[config.mk]
export PLATFORM = sky130hd
export DESIGN_NAME = epd_front
export DESIGN_NICKNAME = d
export VERILOG_FILES = /design/src/rtl/encoder_position_drive_assert.svh /design/src/rtl/epd_pkg.sv /design/src/rtl/epd_front.sv
export SDC_FILE = /design/constraint.sdc
export NUM_CORES = 1
export LEC_CHECK = 0
export ABC_CLOCK_PERIOD_IN_PS = 20800
export BUFFER_PORTS_ARGS = -buffer_cell sky130_fd_sc_hd__buf_2
export CORE_ASPECT_RATIO = 0.8
export CORE_MARGIN = 4
export CORE_UTILIZATION = 60
export CTS_CLUSTER_DIAMETER = 30
export DETAILED_ROUTE_END_ITERATION = 8
export PLACE_DENSITY = 0.85
export SLEW_MARGIN = 20
export SYNTH_ARGS = -nofsm -noshare
export SYNTH_HDL_FRONTEND = slang
export SYNTH_SLANG_ARGS = --single-unit
[constraint.sdc]
create_clock -name i_clk -period 20.8 [get_ports i_clk]
set_input_delay 2.08 -clock i_clk [delete_from_list [all_inputs] [get_ports i_clk]]
set_output_delay 2.08 -clock i_clk [all_outputs]
set_load 0.1 [all_outputs]
[src/rtl/encoder_position_drive_assert.svh]
// ----------------------------------------------------------------------------
// encoder_position_drive_assert.svh
// Assertion macros for the encoder position drive; empty under SYNTHESIS.
// ----------------------------------------------------------------------------
`ifndef ENCODER_POSITION_DRIVE_ASSERT_SVH
`define ENCODER_POSITION_DRIVE_ASSERT_SVH

`ifndef SYNTHESIS
`define EPD_ASSERT_COMB(label, expr) \
    label: assert property (@(posedge i_clk) disable iff (!i_rst_n) (expr)) \
        else $error("encoder_position_drive: check failed");
`define EPD_ASSERT_IMPL(label, ante, cons) \
    label: assert property (@(posedge i_clk) disable iff (!i_rst_n) (ante) |-> (cons)) \
        else $error("encoder_position_drive: check failed");
`else
`define EPD_ASSERT_COMB(label, expr)
`define EPD_ASSERT_IMPL(label, ante, cons)
`endif

`endif

[src/rtl/epd_pkg.sv]
// ----------------------------------------------------------------------------
// epd_pkg
// Shared types, register codes and reset values of the encoder position drive.
// ----------------------------------------------------------------------------
`timescale 1ns / 1ps

package epd_pkg;

    localparam logic [2:0] CFG_RANGE_LOW     = 3'd0;
    localparam logic [2:0] CFG_RANGE_HIGH    = 3'd1;
    localparam logic [2:0] CFG_DEADBAND      = 3'd2;
    localparam logic [2:0] CFG_DRIVE_FLOOR   = 3'd3;
    localparam logic [2:0] CFG_DRIVE_CEILING = 3'd4;
    localparam logic [2:0] CFG_HOMING_DRIVE  = 3'd5;

    localparam logic [15:0] RST_RANGE_LOW     = 16'd30000;
    localparam logic [15:0] RST_RANGE_HIGH    = 16'd52116;
    localparam logic [7:0]  RST_DEADBAND      = 8'd5;
    localparam logic [15:0] RST_DRIVE_FLOOR   = 16'd500;
    localparam logic [15:0] RST_DRIVE_CEILING = 16'd1000;
    localparam logic [15:0] RST_HOMING_DRIVE  = 16'd700;

    localparam logic [1:0] MOTION_STOP = 2'd0;
    localparam logic [1:0] MOTION_DOWN = 2'd1;
    localparam logic [1:0] MOTION_UP   = 2'd2;

    localparam int QUEUE_DEPTH = 4;
    localparam int QPTR_W      = 2;

    typedef struct packed {
        logic [15:0] drive_down;
        logic [15:0] drive_up;
        logic        count_load;
        logic [15:0] count_load_value;
        logic        settled;
        logic [1:0]  motion;
    } t_res;

    // word handed from front to back through the queue
    typedef struct packed {
        t_res        res;
        logic        prop;
        logic        dir_up;
        logic [15:0] err;
    } t_cmd;

    // what rides along the back divider
    typedef struct packed {
        t_res res;
        logic prop;
        logic dir_up;
    } t_back_tag;

    // what rides along the scaling pipeline
    typedef struct packed {
        logic [15:0] count;
        logic        low_open;
        logic        high_open;
        logic        home_low;
        logic        home_high;
        logic        neg;
    } t_front_tag;

    function automatic logic [15:0] f_abs_diff(input logic [15:0] a, input logic [15:0] b);
        logic [16:0] d;
        d = {1'b0, a} - {1'b0, b};
        f_abs_diff = d[16] ? 16'(~d + 17'd1) : d[15:0];
    endfunction

endpackage

[src/rtl/epd_front.sv]
// ----------------------------------------------------------------------------
// epd_front
// Accepts words, scales the target into encoder counts and classifies them.
// ----------------------------------------------------------------------------
`timescale 1ns / 1ps

module epd_front #(
    parameter int POSITION_STEPS = 250
) (
    input  logic               i_clk,
    input  logic               i_rst_n,
    input  logic               i_valid,
    output logic               o_stall,
    input  logic [7:0]         i_target_position,
    input  logic [15:0]        i_encoder_count,
    input  logic               i_low_switch_open,
    input  logic               i_high_switch_open,
    input  logic [15:0]        i_range_low,
    input  logic [15:0]        i_range_high,
    input  logic [7:0]         i_deadband,
    input  logic [15:0]        i_drive_ceiling,
    input  logic [15:0]        i_homing_drive,
    input  logic [15:0]        i_span,
    input  logic               i_q_full,
    output logic               o_push,
    output epd_pkg::t_cmd      o_cmd
);

    localparam logic [7:0]  STEPS   = 8'(POSITION_STEPS);
    // rounded-up reciprocal of the step count; exact floor for any 24-bit product
    localparam int          RECIP_L = $clog2(POSITION_STEPS);
    localparam int          RECIP_S = 24 + RECIP_L;
    localparam logic [24:0] RECIP   = 25'(((64'd1 << RECIP_S) + 64'(POSITION_STEPS) - 64'd1)
                                          / 64'(POSITION_STEPS));

    logic                  fe;
    logic [16:0]           w_diff;
    epd_pkg::t_front_tag   w_f0_tag;

    logic                  r_f0_v;
    logic [23:0]           r_f0_num;
    epd_pkg::t_front_tag   r_f0_tag;

    logic [56:0]           w_recip_prod;
    logic                  r_f1_v;
    logic [23:0]           r_f1_q;
    epd_pkg::t_front_tag   r_f1_tag;
    logic [25:0]           w_q26;
    logic [25:0]           n_scaled;

    logic                  r_f2_v;
    logic [25:0]           r_scaled;
    epd_pkg::t_front_tag   r_f2_tag;

    logic [25:0]           w_cnt;
    logic [25:0]           w_cnt_hi;
    logic [25:0]           w_cnt_lo;
    logic                  w_up_req;
    logic                  w_dn_req;
    logic [25:0]           w_err;
    logic                  w_big;
    epd_pkg::t_cmd         w_cmd;

    // hold the whole front while a finished word waits on a full queue
    assign fe      = !(r_f2_v && i_q_full);
    assign o_stall = !fe;

    assign w_diff = {1'b0, i_range_high} - {1'b0, i_range_low};

    always_comb begin
        w_f0_tag.count     = i_encoder_count;
        w_f0_tag.low_open  = i_low_switch_open;
        w_f0_tag.high_open = i_high_switch_open;
        w_f0_tag.home_low  = (i_target_position == 8'd0);
        w_f0_tag.home_high = (i_target_position == STEPS);
        w_f0_tag.neg       = w_diff[16];
    end

    always_ff @(posedge i_clk) begin
        if (!i_rst_n) begin
            r_f0_v <= 1'b0;
        end else if (fe) begin
            r_f0_v <= i_valid;
        end
    end

    always_ff @(posedge i_clk) begin
        if (fe) begin
            r_f0_num <= i_target_position
                        * epd_pkg::f_abs_diff(i_range_high, i_range_low);
            r_f0_tag <= w_f0_tag;
        end
    end

    // divide by the step count as multiply and shift
    assign w_recip_prod = 57'(r_f0_num) * 57'(RECIP);

    always_ff @(posedge i_clk) begin
        if (!i_rst_n) begin
            r_f1_v <= 1'b0;
        end else if (fe) begin
            r_f1_v <= r_f0_v;
        end
    end

    always_ff @(posedge i_clk) begin
        if (fe) begin
            r_f1_q   <= w_recip_prod[RECIP_S+23:RECIP_S];
            r_f1_tag <= r_f0_tag;
        end
    end

    assign w_q26    = {2'b00, r_f1_q};
    // quotient of the magnitude, so the sign goes on after: truncates toward zero
    assign n_scaled = {10'd0, i_range_low} + (r_f1_tag.neg ? (~w_q26 + 26'd1) : w_q26);

    always_ff @(posedge i_clk) begin
        if (!i_rst_n) begin
            r_f2_v <= 1'b0;
        end else if (fe) begin
            r_f2_v <= r_f1_v;
        end
    end

    always_ff @(posedge i_clk) begin
        if (fe) begin
            r_scaled <= n_scaled;
            r_f2_tag <= r_f1_tag;
        end
    end

    assign w_cnt    = {10'd0, r_f2_tag.count};
    assign w_cnt_hi = w_cnt + {18'd0, i_deadband};
    assign w_cnt_lo = w_cnt - {18'd0, i_deadband};
    assign w_up_req = $signed(w_cnt_hi) < $signed(r_scaled);
    assign w_dn_req = $signed(w_cnt_lo) >= $signed(r_scaled);
    assign w_err    = w_up_req ? (r_scaled - w_cnt) : (w_cnt - r_scaled);
    assign w_big    = (i_span == 16'd0) || (w_err >= {10'd0, i_span});

    always_comb begin
        w_cmd = '0;
        if (r_f2_tag.home_low) begin
            if (!r_f2_tag.low_open) begin
                w_cmd.res.count_load       = 1'b1;
                w_cmd.res.count_load_value = i_range_low;
                w_cmd.res.settled          = 1'b1;
            end else begin
                w_cmd.res.drive_down = i_homing_drive;
                w_cmd.res.motion     = epd_pkg::MOTION_DOWN;
            end
        end else if (r_f2_tag.home_high) begin
            if (!r_f2_tag.high_open) begin
                w_cmd.res.count_load       = 1'b1;
                w_cmd.res.count_load_value = i_range_high;
                w_cmd.res.settled          = 1'b1;
            end else begin
                w_cmd.res.drive_up = i_homing_drive;
                w_cmd.res.motion   = epd_pkg::MOTION_UP;
            end
        end else if (w_up_req) begin
            if (!r_f2_tag.high_open) begin
                w_cmd.res.count_load       = 1'b1;
                w_cmd.res.count_load_value = i_range_high;
                w_cmd.res.settled          = 1'b1;
            end else begin
                w_cmd.res.motion = epd_pkg::MOTION_UP;
                w_cmd.dir_up     = 1'b1;
                if (w_big) begin
                    w_cmd.res.drive_up = i_drive_ceiling;
                end else begin
                    w_cmd.prop = 1'b1;
                    w_cmd.err  = w_err[15:0];
                end
            end
        end else if (w_dn_req) begin
            if (!r_f2_tag.low_open) begin
                w_cmd.res.count_load       = 1'b1;
                w_cmd.res.count_load_value = i_range_low;
                w_cmd.res.settled          = 1'b1;
            end else begin
                w_cmd.res.motion = epd_pkg::MOTION_DOWN;
                if (w_big) begin
                    w_cmd.res.drive_down = i_drive_ceiling;
                end else begin
                    w_cmd.prop = 1'b1;
                    w_cmd.err  = w_err[15:0];
                end
            end
        end else begin
            w_cmd.res.settled = 1'b1;
        end
    end

    assign o_push = r_f2_v && fe;
    assign o_cmd  = w_cmd;

endmodule

==> results.ini <==
[status]
outcome=completed

[logic_synthesis]
avgSynthCellArea_um2=9.29
synth_nets=3467
netlist_instances=2645
async_flop_share=0
synthFlopType=edfxtp_1
synth.distinct_cells=85
synth_area_mm2=0.0246
synth-seq-cells=132
yosysSeqAreaShare=0.160
synth_edf_count=129
yosysWarningCount=0

[die]
dieArea_mm2=0.0443
fp.dieH_um=189
die_w_um=234
rows=66
start_util=0.606
coreArea_mm2=0.0405
io_pins=190

[grt]
grt_usage=0.298
grt_pass1_vias=20700
grt_max_degree=87
grt_pass1_wl_um=106000
antenna_found_initial=3
grt_overflow=0

[timing]
finalHoldViolations=0
slew_violations=0
finalHoldWorstSlack_ps=414
rsz0062_at_grt=no
setup_violations=0
tns_ps=0
min_period_ps=11520
setup_ws_ps=9280
clock_skew_ps=18.1
worst_slew_pin_slew_ps=837
fmax_ghz=0.0868
slew_headroom=0.428
post-route-period-util=0.554

[setup_path]
ff2ff_path_depth=22
cp-end-kind=output pin
r2r-end=r_f1_q[15]$_DFFE_PN_
crit_family=compound AO/OA/AOI/OAI gates
cp_common_cell=a21o_1
path_buf_inv=5
r2r_start=r_f0_num[18]$_DFFE_PN_
cp_data_required_time_ps=18720
r2r_slack_ps=13690
slowest_stage=buf_2
crit_path_max_incr_delay_ps=450
path_max_fanout=49
arrival_ps=9440
criticalPathCategory=in2out
critPathLaunchType=input port

[clocking]
clk_latency_ps=450
clockRootBuffer=clkbuf_16
numCtsBuffers=17
cts_tree=built
clk_pin_slew_ps=80
cts-hold-fix-buffers=0
cts_setup_buffers=0
cts_sinks=132
cts-htree-levels=4
ctsResizeCount=0
cts_buffer_depth=2

[final_layout]
drive_gt1_frac=0.0928
nNetsFinal=3631
area_growth_syn_to_layout_pct=8.57

[worst_hold_path]
hold_path_depth=0
hold_path_class=reg2reg
worstHoldEndpoint=r_f2_tag[2]$_DFFE_PN_
worstHoldStart=r_f1_tag[2]$_DFFE_PN_

[drt]
wl_per_cell_um=19.3
drt_iter0_drc=1645
via_count=19900
drcViolationCount=0
dr.pass1.iters=5
ant_nets=0
vias_per_cell=5.91
drt-total-wl_um=64900

[placement]
pre_cts_slack_ps=9380
gp_congestion=0.944
io_buffers=189
place_hpwl_um=54200

[flow_run]
cap_viol_max_count=0

## state kept, by name, summed over array words and instances (netlist names)
signal / count
r_f1_v: 1
r_f1_q: 17
r_f0_tag: 21
r_f0_v: 1
r_f0_num: 24
r_f2_v: 1
r_f1_tag: 21
r_scaled: 26
r_f2_tag: 20
## Yosys cell counts, types with 9 or more instances
library cell	number	area, um^2
a211oi_1	16	120
a21boi_1	10	75.1
a21o_1	47	353
a21oi_1	130	651
a22o_1	17	149
a311oi_1	11	96.3
a31oi_1	12	75.1
and2_1	46	288
and3_1	16	100
and3b_1	10	87.6
buf_2	15	75.1
clkbuf_1	33	124
edfxtp_1	129	3870
fa_1	265	5310
ha_1	439	5490
inv_1	517	1940
mux2i_1	15	150
nand2_1	185	694
nand2b_1	25	156
nand3_1	37	185
nand4_1	27	169
nor2_1	91	342
nor2b_1	49	307
nor3_1	47	235
nor4_1	15	93.8
o211a_1	9	90.1
o211ai_1	14	105
o21a_1	20	150
o21ai_0	69	345
o21ai_1	37	185
o21bai_1	9	67.6
o31ai_1	16	120
or3_1	13	81.3
xnor2_1	95	832
xor2_1	28	245
## worst register-to-register path, delay by kind of cell, from the launching register on
family | cells | cell delay (ps)
fa+ha+maj | 8 | 3720
xor+xnor | 1 | 150
flops | 1 | 870
simple gates | 3 | 480
buf+inv | 5 | 450
compound gates | 5 | 1150
## cell usage in the layout, fill, tap and decap left out, types with 45 or more instances in the layout
master	netlist	final
nor2b_1	49	49
a21o_1	47	47
a21oi_1	130	129
nor3_1	47	45
fa_1	265	265
ha_1	439	439
buf_2	15	189
and2_1	46	46
nor2_1	91	91
o21ai_0	69	69
xnor2_1	95	95
edfxtp_1	129	129
inv_1	517	517
nand2_1	185	184
## cell type report
cell class	instances	area, um^2
clock buffers	17	425
inverters	518	1940
flip-flops and latches	132	3930
well taps	544	681
repair buffers	200	1030
multi-input cells	1940	18500
diodes	2	5.00
fillers	3091	13900
clock inverters	15	183
## worst max-delay path by stage
stage          cells past startpoint  endpoint           from  slack [ps]
2_1_floorplan                     34  o_cmd[0]  i_deadband[0]        8730
3_3_place_gp                      35  o_cmd[0]  i_deadband[0]        9540
3_5_place_dp                      35  o_cmd[0]  i_deadband[0]        9380
4_1_cts                           35  o_cmd[0]  i_deadband[0]        9360
5_1_grt                           35  o_cmd[0]  i_deadband[0]        8750
6_report                          35  o_cmd[0]  i_deadband[0]        9280
## layer usage
metal	up-vias	global-route usage	share of wire
met4	4	0.0922	0.029
li1	9307	-	-
met2	796	0.467	0.46
met1	9642	0.419	0.43
met3	167	0.0606	0.082
met5	-	0	0.00043
## kinds of logic after synthesis
group                      Yosys count  synth area share
AOI/OAI and AO/OA                  500             0.137
xor gates and xnor gates           123            0.0438
adders and majority gates          704             0.439
buffers and inverters              573            0.0896
DFF                                132             0.160
muxes                               17           0.00702
and+or+nand+nor                    596             0.123
## through the flow
stage / std cells / area (um^2) / util
3_3_place_gp: 3334 / 26100 / 0.643
2_1_floorplan: 2645 / 24600 / -
6_report: 3368 / 26700 / 0.658
4_1_cts: 3366 / 26700 / 0.658
5_1_grt: 3366 / 26700 / 0.658
3_5_place_dp: 3334 / 26100 / 0.643
Power is not shown: default switching activity piles up to over one toggle a cycle in this logic, so the estimate is an artifact.
