### src/rtl/encoder_position_drive_assert.svh
// ----------------------------------------------------------------------------
// encoder_position_drive_assert.svh
// Assertion macros for the encoder position drive; empty under SYNTHESIS.
// ----------------------------------------------------------------------------
`ifndef ENCODER_POSITION_DRIVE_ASSERT_SVH
`define ENCODER_POSITION_DRIVE_ASSERT_SVH

`ifndef SYNTHESIS
`define EPD_ASSERT_COMB(label, expr) \
    label: assert property (@(posedge i_clk) disable iff (!i_rst_n) (expr)) \
        else $error("encoder_position_drive: check failed");
`define EPD_ASSERT_IMPL(label, ante, cons) \
    label: assert property (@(posedge i_clk) disable iff (!i_rst_n) (ante) |-> (cons)) \
        else $error("encoder_position_drive: check failed");
`else
`define EPD_ASSERT_COMB(label, expr)
`define EPD_ASSERT_IMPL(label, ante, cons)
`endif

`endif

### src/rtl/epd_pkg.sv
// ----------------------------------------------------------------------------
// epd_pkg
// Shared types, register codes and reset values of the encoder position drive.
// ----------------------------------------------------------------------------
`timescale 1ns / 1ps

package epd_pkg;

    localparam logic [2:0] CFG_RANGE_LOW     = 3'd0;
    localparam logic [2:0] CFG_RANGE_HIGH    = 3'd1;
    localparam logic [2:0] CFG_DEADBAND      = 3'd2;
    localparam logic [2:0] CFG_DRIVE_FLOOR   = 3'd3;
    localparam logic [2:0] CFG_DRIVE_CEILING = 3'd4;
    localparam logic [2:0] CFG_HOMING_DRIVE  = 3'd5;

    localparam logic [15:0] RST_RANGE_LOW     = 16'd30000;
    localparam logic [15:0] RST_RANGE_HIGH    = 16'd52116;
    localparam logic [7:0]  RST_DEADBAND      = 8'd5;
    localparam logic [15:0] RST_DRIVE_FLOOR   = 16'd500;
    localparam logic [15:0] RST_DRIVE_CEILING = 16'd1000;
    localparam logic [15:0] RST_HOMING_DRIVE  = 16'd700;

    localparam logic [1:0] MOTION_STOP = 2'd0;
    localparam logic [1:0] MOTION_DOWN = 2'd1;
    localparam logic [1:0] MOTION_UP   = 2'd2;

    localparam int QUEUE_DEPTH = 4;
    localparam int QPTR_W      = 2;

    typedef struct packed {
        logic [15:0] drive_down;
        logic [15:0] drive_up;
        logic        count_load;
        logic [15:0] count_load_value;
        logic        settled;
        logic [1:0]  motion;
    } t_res;

    // word handed from front to back through the queue
    typedef struct packed {
        t_res        res;
        logic        prop;
        logic        dir_up;
        logic [15:0] err;
    } t_cmd;

    // what rides along the back divider
    typedef struct packed {
        t_res res;
        logic prop;
        logic dir_up;
    } t_back_tag;

    // what rides along the scaling pipeline
    typedef struct packed {
        logic [15:0] count;
        logic        low_open;
        logic        high_open;
        logic        home_low;
        logic        home_high;
        logic        neg;
    } t_front_tag;

    function automatic logic [15:0] f_abs_diff(input logic [15:0] a, input logic [15:0] b);
        logic [16:0] d;
        d = {1'b0, a} - {1'b0, b};
        f_abs_diff = d[16] ? 16'(~d + 17'd1) : d[15:0];
    endfunction

endpackage

### src/rtl/epd_queue.sv
// ----------------------------------------------------------------------------
// epd_queue
// Short FIFO of classified words between the front and the back.
// ----------------------------------------------------------------------------
`timescale 1ns / 1ps

module epd_queue (
    input  logic          i_clk,
    input  logic          i_rst_n,
    input  logic          i_push,
    input  epd_pkg::t_cmd i_data,
    output logic          o_full,
    input  logic          i_pop,
    output logic          o_empty,
    output epd_pkg::t_cmd o_data
);

    localparam int CNT_W = epd_pkg::QPTR_W + 1;

    epd_pkg::t_cmd                r_mem [epd_pkg::QUEUE_DEPTH];
    logic [epd_pkg::QPTR_W-1:0]   r_wr_ptr;
    logic [epd_pkg::QPTR_W-1:0]   r_rd_ptr;
    logic [CNT_W-1:0]             r_count;
    logic [CNT_W-1:0]             n_count;

    assign o_full  = (r_count == CNT_W'(epd_pkg::QUEUE_DEPTH));
    assign o_empty = (r_count == '0);
    assign o_data  = r_mem[r_rd_ptr];

    always_comb begin
        n_count = r_count;
        if (i_push && !i_pop) begin
            n_count = r_count + 1'b1;
        end else if (i_pop && !i_push) begin
            n_count = r_count - 1'b1;
        end
    end

    always_ff @(posedge i_clk) begin
        if (!i_rst_n) begin
            r_wr_ptr <= '0;
            r_rd_ptr <= '0;
            r_count  <= '0;
        end else begin
            if (i_push) begin
                r_wr_ptr <= r_wr_ptr + 1'b1;
            end
            if (i_pop) begin
                r_rd_ptr <= r_rd_ptr + 1'b1;
            end
            r_count <= n_count;
        end
    end

    always_ff @(posedge i_clk) begin
        if (i_push) begin
            r_mem[r_wr_ptr] <= i_data;
        end
    end

endmodule

### config.mk
export PLATFORM = sky130hd
export DESIGN_NAME = epd_queue
export DESIGN_NICKNAME = d
export VERILOG_FILES = /design/src/rtl/encoder_position_drive_assert.svh /design/src/rtl/epd_pkg.sv /design/src/rtl/epd_queue.sv
export SDC_FILE = /design/constraint.sdc
export NUM_CORES = 1
export LEC_CHECK = 0
export ABC_CLOCK_PERIOD_IN_PS = 3300
export BUFFER_PORTS_ARGS = -buffer_cell sky130_fd_sc_hd__buf_2
export CORE_MARGIN = 2
export CORE_UTILIZATION = 40
export CTS_BUF_LIST = sky130_fd_sc_hd__clkbuf_8
export CTS_CLUSTER_SIZE = 30
export DETAILED_ROUTE_END_ITERATION = 6
export GPL_ROUTABILITY_DRIVEN = 1
export PLACE_DENSITY_LB_ADDON = 0.15
export RECOVER_POWER = 25
export SYNTH_ARGS = -nofsm -noshare
export SYNTH_HDL_FRONTEND = slang
export SYNTH_SLANG_ARGS = --single-unit
### constraint.sdc
create_clock -name i_clk -period 3.3 [get_ports i_clk]
set_input_delay 0.33 -clock i_clk [delete_from_list [all_inputs] [get_ports i_clk]]
set_output_delay 0.33 -clock i_clk [all_outputs]
set_load 0.03 [all_outputs]
==> impl_metrics.tcl, run 1 <==
set metrics [dict create \
    die_area_sq_um 27900 \
    drt_pass1_iterations 4 \
    power.internal_uw 6100 \
    cts_tree "built" \
    setup_viol_count_final 0 \
    routed_wl_microns 20100 \
    timing.setup.tns_ps 0 \
    yosysSeqAreaShare 0.809 \
    detail_route.iter0.violations 260 \
    p_leak_uw 0.00446 \
    critPathRequiredTime_ps 2970 \
    initial_core_util 0.408 \
    vdd_drop_max_uv 330 \
    dpl_cell_area_sq_um 11700 \
    grt_pass1_wl_microns 31100 \
    critPathMaxStageDelay_ps 710 \
    post_synth_fa_ha_maj_area_fraction 0.00778 \
    groute.usage.overall 0.146 \
    swShare 0.245 \
    status "complete, no violations" \
    die-width_microns 167 \
    clock_path_buffers 3 \
    synthXorXnorAreaFrac 0.00412 \
    crit_chain "buf_12 -> mux4_2 -> buf_2" \
    final_area_sq_um 13200 \
    p_seq_frac 0.532 \
    comb_power_share 0.126 \
    final_cells 1028 \
    ys_warn_count 0 \
    layout_min_cycle_time_ps 2680 \
    rows 59 \
    fin_total_pwr_uw 8080 \
    synth_top_family_by_area "multiplexers" \
    multi_input_area_sq_um 1840 \
    routabilityCongestion 0.651 \
    coreArea_sq_um 26100 \
    htree_num_levels 2 \
    postCtsSetupBuffers 0 \
    ys_ff_latch 289 \
    crit_slowest_cell "dfxtp_4" \
    syn_inst 409 \
    clockRootBuffer "clkbuf_8" \
    drive_gt1_frac 0.346 \
    p_sw_uw 1980 \
    die_h_microns 167 \
    hold_viol 0 \
    relSlewSlack 0.602 \
    antenna_found_initial 1 \
    cp_num_buf_inv 2 \
    muxShareOfSynthArea 0.150 \
    fin_skew_ps 15.1 \
    syn-num-nets 489 \
    via_per_inst 4.92 \
    critPathKind "reg -> out" \
    pwr-share-clk 0.342 \
    dpl.cell_count 880 \
    synth_cell_types 21 \
    io_buffer_count 145 \
    seqCellArea_sq_um 8600 \
    avgSynthCellArea_sq_um 26.0 \
    crit_family "flip-flops" \
    setup.worst_path.start_class "flop" \
    yosys.area_share.simple 0.00860 \
    post-dp-hpwl_microns 11400 \
    tightest_slew_ps 598 \
    synth_compound_gate_area_share 0.00118 \
    nets 744 \
    overflow 0 \
    grt_max_degree 49 \
    cp.arrival_ps 2350 \
    numCtsBuffers 48 \
    diodes 0 \
    rsz0062_at_grt "no" \
    netlist_area_sq_um 10600 \
    clk_latency_ps 540 \
    period_share 0.813 \
    power.density_nw_per_um2 611 \
    vias 5053 \
    clk_pin_slew_ps 60 \
    area_growth_pct 24.4 \
    ant_nets 0 \
    drv_cap 0 \
    cts_sinks 289 \
    routedWlPerCell_microns 19.6 \
    timing.fmax_ghz 0.373 \
    cp-end-kind "output pin" \
    grt_pass1_vias 5584 \
    holdCritPathClass "in -> reg" \
    post-route-drc-count 0 \
    boundaryPins 146 \
    fill_cells 2122 \
    slew_viol_final 0 \
    crit_path_max_fanout 26 \
]
-- per-stage QoR --
step | hold slack (ps) | worst slack, ps | utilization
6_report | 110 | 618 | 0.507
3_5_place_dp | 539 | 1090 | 0.450
5_1_grt | 78.7 | 421 | 0.507
4_1_cts | 3.22 | 478 | 0.509
3_3_place_gp | 489 | 1100 | 0.450
2_1_floorplan | 429 | 684 | -
-- sequential cells by signal, indices dropped and copies added, names as in the netlist, named ones only --
| signal | flops |
|---|---|
| r_wr_ptr | 2 |
| r_rd_ptr | 2 |
| r_mem | 280 |
| r_count | 3 |
-- layout make-up --
class,instances,share of cell area
Sequential cell,289,0.651
Multi-Input combinational cell,100,0.139
Timing Repair Buffer,221,0.114
Clock buffer,54,0.0562
Tap cell,335,0.0317
Clock inverter,25,0.00767
Inverter,4,0.00114
-- cells in the mapped netlist --
cell type,n,area share
buf_1,1,0.00035
o21ai_0,1,0.00047
buf_12,7,0.013
nor3_1,1,0.00047
nor2b_1,2,0.0012
inv_1,4,0.0014
and2_1,9,0.0053
mux2i_1,2,0.0019
fa_1,1,0.0019
ha_1,5,0.0059
buf_2,7,0.0033
buf_6,1,0.0011
xor2_1,3,0.0025
nor3b_1,1,0.00071
or3_1,1,0.00059
xnor2_1,2,0.0016
dfxtp_1,9,0.017
a21boi_0,1,0.00071
edfxtp_1,280,0.79
mux4_2,70,0.15
nand2_1,1,0.00035
-- placed cells by master (no fill, tap or decap), drive strengths merged, types with 2 or more instances in the layout --
| cell | n |
|---|---|
| clkinvlp | 2 |
| xnor2 | 2 |
| clkinv | 5 |
| mux2i | 2 |
| edfxtp | 280 |
| and2 | 9 |
| clkbuf | 98 |
| xor2 | 3 |
| ha | 5 |
| dlygate4sd3 | 69 |
| dfxtp | 9 |
| buf | 108 |
| inv | 22 |
| nor2b | 2 |
| mux4 | 70 |
-- per-layer routing --
metal  global-route usage  up-vias  part of all wire
met5                    0        -           0.00055
met4               0.0506        2             0.019
met3               0.0399       42             0.055
met2                0.248      136              0.50
met1                0.181     2621              0.42
li1                     -     2252                 -
-- power by group through the flow --
| stage | Clock [uW] | Sequential, uW | Combinational, uW |
|---|---|---|---|
| after floorplan | 0 | 4330 | 716 |
| after global placement | 0 | 4360 | 972 |
| after global routing | 3020 | 4310 | 1090 |
| final | 2760 | 4290 | 1020 |
| after CTS | 2870 | 4300 | 1050 |
| after detailed placement | 0 | 4370 | 984 |
-- logic make-up (layout without fill, tap and decap cells) --
| logic type | after synthesis | in the layout |
|---|---|---|
| AO/OA/AOI/OAI | 2 | 2 |
| XOR/XNOR | 5 | 5 |
| adder cells (fa/ha/maj) | 6 | 6 |
| buffers and inverters | 20 | 304 |
| flip-flops | 289 | 289 |
| multiplexers | 72 | 72 |
| AND/OR/NAND/NOR | 15 | 15 |
-- repair_timing --
item                      4_1_cts  5_1_grt
hold endpoints to repair      274        0
gates resized for setup         0        0
hold buffers                   69        0
-- path summary, 6_finish.rpt --
kind	slack, ps	start	end	cells past startpoint
max	620	flop	o_data[27]	3
min reg2reg	550	r_count[2]$_SDFFE_PN0P_	r_count[2]$_SDFFE_PN0P_	2
max reg2reg	1530	r_wr_ptr[0]$_SDFFE_PN0P_	r_mem[2][59]$_DFFE_PP_	4
min	110	i_rst_n	r_count[0]$_SDFFE_PN0P_	2
No activity file was read; power rests on OpenSTA's default activity.
==> run 2, diff against run 1 <==
--- a/config.mk
+++ b/config.mk
@@ -5,7 +5,7 @@
 export SDC_FILE = /design/constraint.sdc
 export NUM_CORES = 1
 export LEC_CHECK = 0
-export ABC_CLOCK_PERIOD_IN_PS = 3300
+export ABC_CLOCK_PERIOD_IN_PS = 2200
 export BUFFER_PORTS_ARGS = -buffer_cell sky130_fd_sc_hd__buf_2
 export CORE_MARGIN = 2
 export CORE_UTILIZATION = 40
==> constraint.sdc (replaced) <==
create_clock -name i_clk -period 2.2 [get_ports i_clk]
set_input_delay 0.22 -clock i_clk [delete_from_list [all_inputs] [get_ports i_clk]]
set_output_delay 0.22 -clock i_clk [all_outputs]
set_load 0.03 [all_outputs]
==> impl_metrics.tcl, run 2 (synthesized netlist as in run 1, its figures left out) <==
set metrics [dict create \
    status "complete, no violations" \
    grt_pass1_vias 5804 \
    coreArea_sq_um 26100 \
    routabilityCongestion 0.658 \
    drv_cap 0 \
    io_buffer_count 145 \
    routedWlPerCell_microns 19.6 \
    layout_min_cycle_time_ps 2140 \
    clockRootBuffer "clkbuf_8" \
    final_cells 1040 \
    critPathRequiredTime_ps 1980 \
    via_per_inst 4.95 \
    initial_core_util 0.408 \
    postCtsSetupBuffers 0 \
    slew_viol_final 0 \
    layout_commonest_cell "edfxtp_1" \
    timing.fmax_ghz 0.467 \
    largest_reg_flops 280 \
    holdCritPathClass "in -> reg" \
    routed_wl_microns 20300 \
    crit_chain "buf_16 -> mux4_2 -> buf_6" \
    clk_pin_slew_ps 60 \
    hp-start "i_pop" \
    post-dp-hpwl_microns 11400 \
    overflow 0 \
    drt_pass1_iterations 4 \
    grtUsageMet1 0.177 \
    grtUsageMet3 0.0335 \
    cts_tree "built" \
    grt_max_degree 50 \
    reg2reg_from "r_wr_ptr[0]$_SDFFE_PN0P_" \
    nets 752 \
    grt_pass1_wl_microns 31400 \
    rsz0062_at_grt "yes" \
    fin_skew_ps 18.1 \
    htree_num_levels 2 \
    hold_viol 0 \
    diodes 0 \
    post-route-drc-count 0 \
    die_h_microns 167 \
    boundaryPins 146 \
    critPathMaxStageDelay_ps 570 \
    setup_viol_count_final 0 \
    grtUsageMet2 0.261 \
    drive_gt1_frac 0.353 \
    relSlewSlack 0.698 \
    cp-end-kind "output pin" \
    detail_route.iter0.violations 291 \
    ant_nets 0 \
    setup.worst_path.start_class "flop" \
    crit_path_max_fanout 26 \
    dpl.cell_count 886 \
    top_register "r_mem" \
    whs_ps 77.6 \
    clock_path_buffers 3 \
    vias 5151 \
    vdd_drop_max_uv 490 \
    groute.usage.overall 0.148 \
    antenna_found_initial 0 \
    die-width_microns 167 \
    clk_latency_ps 540 \
    cp_num_buf_inv 2 \
    mostFrequentLayoutCells "edfxtp_1 (280), dlygate4sd3_1 (71), buf_2 (71)" \
    period_share 0.974 \
    top_usage_layer "met2" \
    cts_sinks 289 \
    power.density_nw_per_um2 908 \
    timing.setup.tns_ps 0 \
    largestRegisters "r_mem x280, r_count x3" \
    area_growth_pct 27.1 \
    cp.arrival_ps 1920 \
    crit_slowest_cell "mux4_2" \
    p_leak_uw 0.00460 \
    tightest_slew_ps 453 \
    fin_total_pwr_uw 12300 \
    rows 59 \
    numCtsBuffers 48 \
    critPathKind "reg -> out" \
    die_area_sq_um 27900 \
    crit_family "multiplexers" \
]
-- run 2: cell types whose count changed in the layout (fill, tap and decap cells not counted), sizes merged --
cell,change
buf,+11
inv,+5
dlygate4sd3,+2
bufinv,+1
clkinv,+3
clkbuf,-10
-- run 2: worst paths after layout --
check / end / slack [ps] / cells past startpoint
hold / removal: r_rd_ptr[0]$_SDFFE_PN0P_ / 80 / 3
setup reg to reg: r_mem[2][23]$_DFFE_PP_ / 680 / 4
hold reg to reg: r_count[2]$_SDFFE_PN0P_ / 510 / 2
setup / recovery: o_data[59] / 60 / 3
-- run 2: metrics by stage --
stage               setup slack, ps   util  instance area (sq um)
floorplan                       348      -                  10600
detailed placement              415  0.452                  11800
CTS                           -22.0  0.519                  13500
finish                         57.5  0.518                  13500
global route                  -53.3  0.518                  13500
global placement                500  0.452                  11800
-- run 2: layout make-up --
type	instances	area [sq um]
flip-flops and latches	289	8600
repair buffers	229	1800
multi-input cells	100	1840
well taps	335	419
inverters	4	15.0
fillers	2098	12600
clock buffers	49	674
clock inverters	34	164
-- run 2: repair_timing --
action                                 CTS  global route
endpoints found under the hold margin  289             0
hold buffers                            71             0
cloned                                   0             0
setup endpoints to repair               24            62
gates resized for setup                 59            10
-- run 2: power breakdown --
part | internal (uW) | switching [uW]
registers | 6320 | 68.5
logic | 749 | 994
clock network | 2170 | 1950
total | 9240 | 3020
-- run 2: per-layer routing --
layer	part of all wire	wire length, microns	vias to the layer above
li1	-	-	2278
met1	0.41	8340	2694
met2	0.52	10600	139
met3	0.047	957	40
met4	0.021	435	0
met5	0	0	-
-- run 2: worst min-delay path, cell delays in order --
cell and delay, ps:
buf_2 110, xor2_1 80, and2_1 150
==> run 3, diff against run 2 <==
--- a/config.mk
+++ b/config.mk
@@ -8,13 +8,14 @@
 export ABC_CLOCK_PERIOD_IN_PS = 2200
 export BUFFER_PORTS_ARGS = -buffer_cell sky130_fd_sc_hd__buf_2
 export CORE_MARGIN = 2
-export CORE_UTILIZATION = 40
+export CORE_UTILIZATION = 53
 export CTS_BUF_LIST = sky130_fd_sc_hd__clkbuf_8
 export CTS_CLUSTER_SIZE = 30
 export DETAILED_ROUTE_END_ITERATION = 6
 export GPL_ROUTABILITY_DRIVEN = 1
 export PLACE_DENSITY_LB_ADDON = 0.15
 export RECOVER_POWER = 25
+export SKIP_LAST_GASP = 1
 export SYNTH_ARGS = -nofsm -noshare
 export SYNTH_HDL_FRONTEND = slang
 export SYNTH_SLANG_ARGS = --single-unit
==> impl_metrics.tcl, run 3 (synthesized netlist as in run 1, its figures left out) <==
set metrics [dict create \
    status "complete, no violations" \
    layout_commonest_cell "edfxtp_1" \
    hp-start "i_pop" \
    fin_util 0.692 \
    reg2reg_from "r_wr_ptr[0]$_SDFFE_PN0P_" \
    vdd_drop_max_uv 604 \
    antenna_found_initial 0 \
    setup_viol_count_final 0 \
    slew_viol_final 0 \
    overflow 0 \
    top_register "r_mem" \
    setup.worst_path.start_class "flop" \
    hold_viol 0 \
    drt_pass1_iterations 4 \
    dpl.cell_count 817 \
    drv_cap 0 \
    multi_input_area_sq_um 1840 \
    tightest_slew_ps 544 \
    grt_max_degree 71 \
    holdCritPathClass "in -> reg" \
    grt_pass1_vias 5676 \
    die_h_microns 146 \
    cp-end-kind "output pin" \
    rsz0062_at_grt "yes" \
    largestRegisters "r_mem x280, r_count x3" \
    critPathRequiredTime_ps 1980 \
    ant_nets 0 \
    timing.fmax_ghz 0.463 \
    fin_skew_ps 14.9 \
    die-width_microns 146 \
    cp.arrival_ps 1940 \
    post-dp-hpwl_microns 11000 \
    clock_path_buffers 3 \
    critPathKind "reg -> out" \
    initial_core_util 0.542 \
    die_area_sq_um 21200 \
    htree_num_levels 2 \
    boundaryPins 146 \
    mostFrequentLayoutCells "edfxtp_1 (280), buf_2 (87), dlygate4sd3_1 (71)" \
    fill_cells 1272 \
    groute.usage.overall 0.185 \
    power.density_nw_per_um2 930 \
    layout_min_cycle_time_ps 2160 \
    clk_pin_slew_ps 60 \
    drive_gt1_frac 0.369 \
    routed_wl_microns 19900 \
    relSlewSlack 0.637 \
    vias 5167 \
    coreArea_sq_um 19600 \
    period_share 0.982 \
    p_leak_uw 0.00464 \
    final_cells 984 \
    clockRootBuffer "clkbuf_8" \
    largest_reg_flops 280 \
    cts_tree "built" \
    post-route-drc-count 0 \
    clk_latency_ps 540 \
    nets 762 \
    rows 51 \
    routabilityCongestion 0.677 \
    numCtsBuffers 46 \
    io_buffer_count 145 \
    diodes 0 \
    seqCellArea_sq_um 8600 \
    cts_sinks 289 \
    area_growth_pct 27.6 \
    crit_path_max_fanout 8 \
    routedWlPerCell_microns 20.2 \
    detail_route.iter0.violations 317 \
    grt_pass1_wl_microns 30200 \
    via_per_inst 5.25 \
]
-- run 3: changes by cell type in the layout (fill, tap and decap cells not counted) --
| cell | previous run | this run |
|---|---|---|
| clkbuf_16 | 0 | 5 |
| bufinv_16 | 1 | 4 |
| inv_6 | 0 | 2 |
| clkinv_1 | 6 | 14 |
| buf_2 | 71 | 87 |
| buf_4 | 9 | 17 |
| inv_1 | 27 | 13 |
| clkinvlp_4 | 2 | 0 |
| clkbuf_1 | 39 | 43 |
| buf_6 | 31 | 9 |
| clkbuf_8 | 49 | 47 |
| buf_16 | 1 | 2 |
| clkinv_2 | 2 | 9 |
-- run 3: cell type report --
type,count,share of cell area
Sequential cell,289,0.634
Clock buffer,47,0.0477
Timing Repair Buffer,241,0.137
Inverter,4,0.00111
Clock inverter,38,0.0199
Tap cell,265,0.0245
Multi-Input combinational cell,100,0.136
-- run 3: power breakdown --
| group | internal (uW) | switching, uW |
|---|---|---|
| combinational | 737 | 994 |
| sequential | 6320 | 70.5 |
| clock | 2480 | 2010 |
| total | 9540 | 3070 |
-- run 3: worst paths after layout --
kind              cells past startpoint                        to  slack, ps
setup / recovery                      4                o_data[52]         40
hold / removal                        3  r_rd_ptr[0]$_SDFFE_PN0P_         70
setup reg to reg                      4    r_mem[2][32]$_DFFE_PP_        600
hold reg to reg                       2   r_count[2]$_SDFFE_PN0P_        550
-- run 3: metal layers --
| metal | global-route usage | wire (microns) |
|---|---|---|
| met5 | 0 | 0 |
| met4 | 0.0485 | 267 |
| met3 | 0.0583 | 1260 |
| met2 | 0.296 | 9810 |
| met1 | 0.252 | 8530 |
-- run 3: timing repair --
item                       CTS  global route
gates cloned                 0             7
resized for setup            1            38
hold buffers                71             0
setup endpoints to repair   32            50
buffers inserted             0             4
hold endpoints to repair   287             0
-- run 3: through the flow --
step	hold WS, ps	power [uW]	area, sq um	worst slack [ps]	setup TNS, ps
6_report	70.8	12600	13600	40.1	0
5_1_grt	51.2	13100	13600	-22.3	-175
4_1_cts	42.9	12600	13300	-40.3	-632
3_5_place_dp	437	8040	11700	396	0
3_3_place_gp	429	8000	11700	514	0
2_1_floorplan	319	7560	10600	348	0
-- run 3: critical path, cell delays in order (launching register included) --
cell	delay [ps]
dfxtp_4	370
buf_4	150
buf_12	150
mux4_2	530
buf_2	200
